<file path="src/rsp_queue.sv">
// ----------------------------------------------------------------------------
// rsp_queue
// small first-in first-out queue with valid/ready on both sides
// ----------------------------------------------------------------------------
`default_nettype none

module rsp_queue #(
  parameter int WIDTH = 8,
  parameter int DEPTH = 2
) (
  input  wire logic                           clk,
  input  wire logic                           rst,
  input  wire logic                           push_valid,
  output logic                                push_ready,
  input  wire logic [WIDTH-1:0]               push_data,
  output logic                                pop_valid,
  input  wire logic                           pop_ready,
  output logic [WIDTH-1:0]                    pop_data,
  output logic [$clog2(DEPTH+1)-1:0]          count
);

  localparam int PW = $clog2(DEPTH);
  localparam int CW = $clog2(DEPTH + 1);

  logic [WIDTH-1:0] store [DEPTH];
  logic [PW-1:0]    wr_ptr;
  logic [PW-1:0]    rd_ptr;
  logic             do_push;
  logic             do_pop;

  assign push_ready = (count != CW'(DEPTH));
  assign pop_valid  = (count != '0);
  assign pop_data   = store[rd_ptr];
  assign do_push    = push_valid && push_ready;
  assign do_pop     = pop_valid && pop_ready;

  always_ff @(posedge clk) begin
    if (rst) begin
      wr_ptr <= '0;
      rd_ptr <= '0;
      count  <= '0;
    end else begin
      if (do_push) begin
        wr_ptr <= (wr_ptr == PW'(DEPTH - 1)) ? '0 : wr_ptr + PW'(1);
      end
      if (do_pop) begin
        rd_ptr <= (rd_ptr == PW'(DEPTH - 1)) ? '0 : rd_ptr + PW'(1);
      end
      if (do_push && !do_pop) begin
        count <= count + CW'(1);
      end else if (do_pop && !do_push) begin
        count <= count - CW'(1);
      end
    end
  end

  always_ff @(posedge clk) begin
    if (do_push) begin
      store[wr_ptr] <= push_data;
    end
  end

endmodule

`default_nettype wire

</file>
<file path="config.mk">
export PLATFORM = sky130hd
export DESIGN_NAME = rsp_queue
export DESIGN_NICKNAME = d
export VERILOG_FILES = /design/src/rsp_queue.sv
export SDC_FILE = /design/constraint.sdc
export NUM_CORES = 1
export LEC_CHECK = 0
export BUFFER_PORTS_ARGS = -buffer_cell sky130_fd_sc_hd__buf_4
export CORE_MARGIN = 2
export CORE_UTILIZATION = 40
export CTS_CLUSTER_DIAMETER = 200
export DETAILED_ROUTE_END_ITERATION = 16
export SYNTH_ARGS = -nofsm -noshare
export SYNTH_HDL_FRONTEND = slang
export SYNTH_SLANG_ARGS = --single-unit
</file>
<file path="constraint.sdc">
create_clock -name clk -period 4.4 [get_ports clk]
set_input_delay 0.44 -clock clk [delete_from_list [all_inputs] [get_ports clk]]
set_output_delay 0.44 -clock clk [all_outputs]
set_load 0.02 [all_outputs]
</file>
==> results.py <==
metrics = {
    "logic_synthesis": {
        "yosys.area.top_type": "edfxtp_1",
        "synth_nets": 62,
        "seq_area_frac_synth": 0.720,
        "async_flop_share": 0,
        "synth-edff-count": 16,
        "ys.flop_type": "edfxtp_1",
        "ys_seq_elements": 21,
        "syn_area_sq_um": 806,
        "synth_area_per_cell_sq_um": 16.4,
        "synth_top_area_frac": 0.596,
        "yosysWarnings": 0,
        "netlist_top_cells_area": "edfxtp_1, dfxtp_1, mux2_2",
        "synth_cell_type_count": 17,
        "netlist_instances": 49,
    },
    "layout": {
        "drive_above_1_share": 0.493,
        "final_util": 0.538,
        "area_growth_pct": 28.3,
        "final_common_cell": "buf_4",
        "layout.cells.most_common_list": "buf_4, edfxtp_1, mux2_2, dfxtp_1",
        "antennaDiodeCount": 0,
        "n_fill_cell": 182,
        "fin_nets": 89,
    },
    "critical_path": {
        "reg2reg_from": "count[0]$_SDFFE_PP0P_",
        "cp_slowest_stage_delay_ps": 560,
        "reg2reg_depth": 5,
        "path_buf_inv": 1,
        "critPathRequiredTime_ps": 3960,
        "rrSetupSlack_ps": 2800,
        "crit_arrival_ps": 1390,
        "crit_path_end_kind": "primary output",
        "crit_type": "reg -> out",
        "path_delay_family": "flip-flops",
        "critPathMaxFanout": 8,
        "crit_slowest_cell": "dfxtp_1",
        "crit_chain": "mux2_2, buf_4",
        "startpoint_type": "flop",
        "r2r-end": "count[1]$_SDFFE_PP0P_",
    },
    "global_route": {
        "antenna_found_initial": 0,
        "grt_pass1_wl_um": 1880,
        "grt_overflow": 0,
        "grtUsageTotal": 0.106,
        "grt_pass1_vias": 455,
        "grt_start_max_net_pins": 12,
    },
    "sta": {
        "finalSetupTns_ps": 0,
        "rsz0062_at_grt": "false",
        "hold_viol_final": 0,
        "slew_headroom": 0.738,
        "drv_slew": 0,
        "finalCritPeriodShare": 0.416,
        "tightestPinTransition_ps": 393,
        "fin_crit_ps": 1830,
        "finClkSkew_ps": 4.99,
        "fmaxAchievable_mhz": 547,
        "setup_viol": 0,
    },
    "power_and_ir_drop": {
        "p_int_mw": 0.399,
        "p_sw_frac": 0.322,
        "clock_power_share": 0.143,
        "power_frac_comb": 0.380,
        "p_per_area_nw_per_um2": 569,
        "irDropWorstVdd_mv": 0.270,
        "power_frac_seq": 0.476,
        "p_leak_nw": 0.411,
        "switching_power_mw": 0.189,
    },
    "clock_network": {
        "clk_pin_slew_ps": 100,
        "cts-resized-gates": 0,
        "clk_path_buf_depth": 2,
        "cts.htree.levels": 1,
        "post_cts_buffers": 0,
        "clk-insertion-delay-late_ps": 290,
        "cts_tree": "built",
        "root_buffer": "clkbuf_4",
        "cts.sinks": 21,
        "cts_hold_buf": 0,
        "numCtsBuffers": 3,
    },
    "floorplan": {
        "die-area_sq_um": 2390,
        "die_y_um": 48.9,
        "die_w_um": 48.9,
        "start_util": 0.419,
        "coreArea_sq_um": 1920,
        "ios": 24,
        "placementRows": 16,
    },
    "detailed_routing": {
        "num_vias": 465,
        "firstDrtPassIters": 2,
        "drc": 0,
        "drtAntennaViolNets": 0,
        "dr.first_iter.drc_count": 2,
        "wl_per_cell_um": 11.3,
        "wirelength_um": 1150,
        "avgViaCountPerCell": 4.56,
    },
    "min_path": {
        "holdPathEnd": "store[0][5]$_DFFE_PP_",
        "hold_class": "in -> reg",
        "min_path_cells": 1,
        "hp-start": "push_data[5]",
    },
    "status": {
        "status": "finished clean",
    },
    "placement": {
        "port_buffers": 23,
        "dp_hpwl_um": 873,
        "place_congestion": 0.660,
    },
    "job": {
        "maxCapViolCount": 0,
    },
}
[state kept, by name, indices dropped and copies added, names as in the netlist, named ones only]
| name | cells |
|---|---|
| store | 16 |
| count | 2 |
| rd_ptr | 1 |
| wr_ptr | 1 |
[synth_stat cells, types with 2 or more instances]
| library cell | number |
|---|---|
| xor2_1 | 3 |
| o21ai_0 | 2 |
| a21oi_1 | 2 |
| edfxtp_1 | 16 |
| mux2_2 | 8 |
| nor2_1 | 3 |
| dfxtp_1 | 5 |
[kinds of logic after synthesis]
family                   share of synthesized area
buffers and inverters                       0.0109
multiplexers                                 0.112
XOR/XNOR                                    0.0326
AO/OA/AOI/OAI                               0.0373
adder cells (fa/ha/maj)                     0.0155
AND/OR/NAND/NOR                             0.0714
flip-flops                                   0.721
[power groups by stage]
stage                     clock (mW)  sequential, mW  combinational [mW]
after detailed placement           0           0.285               0.227
final                         0.0844           0.280               0.224
after CTS                     0.0889           0.281               0.227
after global placement             0           0.286               0.225
after floorplan                    0           0.281               0.145
after global routing          0.0964           0.286               0.243
[how the worst max path moves through the flow]
stage                           from               endpoint  slack (ps)  cells after the start
6_report                        flop            pop_data[7]        2570                      2
3_5_place_dp              push_valid  count[1]$_SDFFE_PP0P_        2790                      5
2_1_floorplan  count[0]$_SDFFE_PP0P_  count[1]$_SDFFE_PP0P_        2730                      5
3_3_place_gp              push_valid  count[1]$_SDFFE_PP0P_        2830                      5
4_1_cts                         flop            pop_data[4]        2550                      2
5_1_grt                         flop            pop_data[4]        2480                      2
[metal layers]
| metal | track usage | vias up | part of all wire |
|---|---|---|---|
| met5 | 0 | - | 0 |
| met4 | 0.0143 | 0 | 0 |
| met3 | 0.0521 | 0 | 0.072 |
| met2 | 0.192 | 14 | 0.50 |
| met1 | 0.115 | 220 | 0.43 |
| li1 | - | 231 | - |
[metrics by stage]
step,hold WS (ps),setup WS [ps],power [mW],area (sq um),cells
6_report,328,2570,0.588,1030,102
5_1_grt,306,2480,0.626,1030,102
3_3_place_gp,517,2830,0.511,1010,98
3_5_place_dp,508,2790,0.512,1010,98
2_1_floorplan,472,2730,0.426,806,49
4_1_cts,319,2550,0.597,1030,102
[layout make-up]
type                    count  area, sq um  area share
well taps                  27         33.8      0.0327
multi-input cells          26          216       0.209
clock buffers               4         26.3      0.0254
flip-flops and latches     21          581       0.562
repair buffers             23          173       0.167
inverters                   1         3.75     0.00363
Power figures use the tool's default switching activity.
