==> src/rsp_pkg.sv <==
// ----------------------------------------------------------------------------
// rsp_pkg
// shared types and constants of the resampling sample player
// ----------------------------------------------------------------------------
`default_nettype none

package rsp_pkg;

  localparam int CMD_W   = 3;
  localparam int ADDR_W  = 16;
  localparam int VAL_W   = 16;
  localparam int LEN_W   = 17;
  localparam int STEP_W  = 36;
  localparam int POS_W   = 50;
  localparam int FRAC_W  = 16;
  localparam int IDX_W   = POS_W - 32;
  localparam int PROD_W  = 2 * (VAL_W + 1);

  localparam logic [CMD_W-1:0] CMD_LOAD  = 3'd0;
  localparam logic [CMD_W-1:0] CMD_START = 3'd1;
  localparam logic [CMD_W-1:0] CMD_TICK  = 3'd2;
  localparam logic [CMD_W-1:0] CMD_STOP  = 3'd3;
  localparam logic [CMD_W-1:0] CMD_RATE  = 3'd4;

  localparam int REQ_Q_DEPTH = 2;
  localparam int RES_Q_DEPTH = 4;
  localparam int RES_CNT_W   = $clog2(RES_Q_DEPTH + 1);

  typedef enum logic [2:0] {
    OP_LOAD,
    OP_START,
    OP_TICK,
    OP_STOP,
    OP_RATE
  } op_t;

  typedef struct packed {
    op_t                      op;
    logic [ADDR_W-1:0]        addr;
    logic signed [VAL_W-1:0]  value;
    logic [LEN_W-1:0]         length;
    logic [STEP_W-1:0]        step;
  } req_t;

  typedef struct packed {
    logic signed [VAL_W-1:0] audio;
    logic                    still;
  } res_t;

endpackage

`default_nettype wire

==> src/rsp_front.sv <==
// ----------------------------------------------------------------------------
// rsp_front
// takes requests, decodes the command, saturates the length and drops unknown commands and out-of-range loads
// ----------------------------------------------------------------------------
`default_nettype none

module rsp_front
  import rsp_pkg::*;
#(
  parameter int SAMPLE_DEPTH = 65536
) (
  input  wire logic                     req_valid,
  output logic                          req_ready,
  input  wire logic [CMD_W-1:0]         command,
  input  wire logic [ADDR_W-1:0]        word_address,
  input  wire logic signed [VAL_W-1:0]  word_value,
  input  wire logic [LEN_W-1:0]         sample_length,
  input  wire logic [STEP_W-1:0]        rate_step,
  output logic                          push_valid,
  input  wire logic                     push_ready,
  output req_t                          push_req
);

  logic             addr_ok;
  logic [LEN_W-1:0] len_sat;

  assign req_ready = push_ready;
  assign addr_ok   = 32'(word_address) < 32'(SAMPLE_DEPTH);
  assign len_sat   = (32'(sample_length) > 32'(SAMPLE_DEPTH)) ?
                     LEN_W'(SAMPLE_DEPTH) : sample_length;

  always_comb begin
    push_req.op     = OP_LOAD;
    push_req.addr   = word_address;
    push_req.value  = word_value;
    push_req.length = len_sat;
    push_req.step   = rate_step;
    push_valid      = 1'b0;
    unique case (command)
      CMD_LOAD: begin
        push_req.op = OP_LOAD;
        // loads past the end of memory are dropped here
        push_valid  = req_valid && addr_ok;
      end
      CMD_START: begin
        push_req.op = OP_START;
        push_valid  = req_valid;
      end
      CMD_TICK: begin
        push_req.op = OP_TICK;
        push_valid  = req_valid;
      end
      CMD_STOP: begin
        push_req.op = OP_STOP;
        push_valid  = req_valid;
      end
      CMD_RATE: begin
        push_req.op = OP_RATE;
        push_valid  = req_valid;
      end
      default: begin
        push_valid = 1'b0;
      end
    endcase
  end

endmodule

`default_nettype wire

==> config.mk <==
export PLATFORM = sky130hd
export DESIGN_NAME = rsp_front
export DESIGN_NICKNAME = d
export VERILOG_FILES = /design/src/rsp_pkg.sv /design/src/rsp_front.sv
export SDC_FILE = /design/constraint.sdc
export NUM_CORES = 1
export LEC_CHECK = 0
export ABC_AREA = 1
export BUFFER_PORTS_ARGS = -buffer_cell sky130_fd_sc_hd__clkbuf_2
export CELL_PAD_IN_SITES_DETAIL_PLACEMENT = 2
export CELL_PAD_IN_SITES_GLOBAL_PLACEMENT = 2
export CORE_AREA = 2 2 95 97
export DETAILED_ROUTE_END_ITERATION = 7
export DIE_AREA = 0 0 97 99
export PLACE_DENSITY = 0.95
export SLEW_MARGIN = 20
export SYNTH_ARGS = -nofsm -noshare
export SYNTH_HDL_FRONTEND = slang
export SYNTH_SLANG_ARGS = --single-unit
export TNS_END_PERCENT = 30
==> constraint.sdc <==
create_clock -name vclk -period 1.3
set_input_delay 0.26 -clock vclk [all_inputs]
set_output_delay 0.26 -clock vclk [all_outputs]
set_load 0.03 [all_outputs]
==> results.tsv <==
stage	metric	value	unit
logic_synthesis	seq_area_frac_synth	0	%
place	portBuffers	42	
routing	wirelength	2290	microns
worst_setup_path	worst_path_max_delay_cell	nor2_4	
clock_tree	ctsHoldBuffers	0	
global_routing	grt_max_degree	13	
routing	viasPerCell	2.89	
layout	fillCellCount	1022	
sta	setup_viol	16	
sta	worstMarginPinSlew	0.213	ns
worst_setup_path	crit_path_start_kind	primary input	
die	rows	34	
die	ioPinCount	180	
layout	nFlopsAndLatches	0	
worst_setup_path	cp_top_family	simple AND/OR/NAND/NOR gates	
worst_setup_path	cp.buffers_inverters	2	
sta	slew_headroom	85.8	%
sta	hold_viol_final	0	
sta	setup_slack	-0.251	ns
worst_setup_path	required	1.04	ns
power_and_ir_drop	finalPower	285	uW
worst_setup_path	critPathMaxStageDelay	0.19	ns
logic_synthesis	synth_top_cells_by_count	69 x buf_4, 19 x inv_1, 11 x nor2_1	
sta	rsz0062_at_grt	true	
worst_setup_path	crit_chain	clkbuf_2 -> nor2_1 -> nand2_1 -> nor2_4 -> nand2_4 -> a21oi_2 -> clkbuf_8	
routing	wl_per_cell	10.9	microns
logic_synthesis	syn_area_per_cell	6.56	sq um
layout	multi_input_area	305	sq um
place	post-place-ws	-0.354	ns
logic_synthesis	syn-num-nets	218	
run_status	status	finished, violations left	
logic_synthesis	synthTopCellsByArea	buf_4 62%, a21oi_2 9.4%, inv_1 8.5%, nor2_1 4.9%, a21oi_1 3.6%	
place	dp.cells	208	
layout	nNetsFinal	194	
global_routing	grt_usage	4.38	%
layout	final_cell_count_no_fill	210	
run_status	violations	setup timing	
sta	finalMaxSlewViolations	0	
die	die_w	97	microns
sta	fin_setup_tns	-3.07	ns
routing	drtAntennaViolNets	0	
logic_synthesis	syn_inst	128	
layout	drive_gt1_share	70.6	%
routing	vias	607	
logic_synthesis	synth.largest_area_cell	buf_4	
logic_synthesis	syn_area	840	sq um
hold_path	hold_depth	0	
layout	stdcell_area	898	sq um
global_routing	grt_pass1_wl	3510	microns
die	die-area	9600	sq um
place	gp_congestion	0.607	
layout	diodes	0	
layout	utilization	10.5	%
die	core	8550	sq um
flow_run	max-cap-violations	0	
global_routing	grt_pass1_vias	736	
logic_synthesis	synth_top_area_share	61.7	%
power_and_ir_drop	ir_drop	0.0797	mV
place	placed_area	668	sq um
die	initial_core_util	9.82	%
layout	nClkBuffers	0	
routing	drc	0	
power_and_ir_drop	power_density	317	nW/um^2
power_and_ir_drop	p_leak	0.424	nW
die	die_h	99	microns
routing	drt_iter0_drc	10	
worst_setup_path	critPathMaxFanout	8	
hold_path	hold_class	primary input to output pin	
worst_setup_path	critical_path_arrival	1.29	ns
layout	regArea	0	sq um
sta	max_freq	645	MHz
worst_setup_path	worstSetupPathType	primary input to output pin	
logic_synthesis	yosysMostFrequentCell	buf_4	
logic_synthesis	yosysUniqueCellTypes	13	
global_routing	gr-total-overflow	0	
place	dp_hpwl	1750	microns
sta	holdWs	0.520	ns
sta	fin_crit_sh	119	%
sta	finalCriticalPeriod	1.55	ns
logic_synthesis	yosysWarnings	0	
worst_setup_path	cp_num_cells	7	
routing	dr.pass1.iters	2	
worst_setup_path	worst_setup_path_end_kind	output pin	
global_routing	antenna_found_initial	0	
layout	synthToLayoutAreaGrowth	7.00	%
==> placed cells by master, fill, tap and decap left out <==
master    instances
nor2_4            4
a21oi_2          10
clkbuf_8          4
buf_4             6
buf_6            13
a21boi_0          1
nand2_2           3
clkbuf_2         20
nand2_1           2
inv_1            19
buf_2             1
a21oi_1           3
buf_8             1
nand2_8           1
nor2_1            5
nand2_4           1
buf_12            1
nor2_2            4
a21oi_4           3
==> logic make-up after synthesis <==
logic type / count (synthesis) / synth area share, %
simple gates: 19 / 9.99
buf+inv: 92 / 74.2
compound gates: 17 / 15.8
==> where the power goes <==
part / total [mW] / switching (mW) / internal [mW]
Clock: 0 / 0 / 0
Sequential: 0 / 0 / 0
Combinational: 0.285 / 0.159 / 0.125
==> worst paths after layout <==
| kind | slack (ns) | endpoint | startpoint |
|---|---|---|---|
| setup / recovery | -0.25 | push_req[46] | sample_length[6] |
| hold / removal | 0.52 | push_req[18] | rate_step[18] |
==> routing by layer <==
layer	global-route usage, %	up-vias	wire length, microns
met4	3.14	0	137
met3	1.13	24	262
li1	-	261	-
met2	9.08	45	1280
met1	3.44	277	604
met5	0	-	0
==> cell type report <==
class / instances / share of cell area [%]
Inverter: 19 / 7.94
Multi-Input combinational cell: 37 / 34.0
Tap cell: 108 / 15.0
Timing Repair Buffer: 46 / 43.0
==> timing repair <==
| action | CTS | global route |
|---|---|---|
| endpoints found under the setup margin | 16 | 16 |
| pin swaps | 4 | 14 |
| gates resized for setup | 26 | 48 |
| setup buffers | 1 | 0 |
| gates cloned | 1 | 0 |
Power figures use the tool's default switching activity.
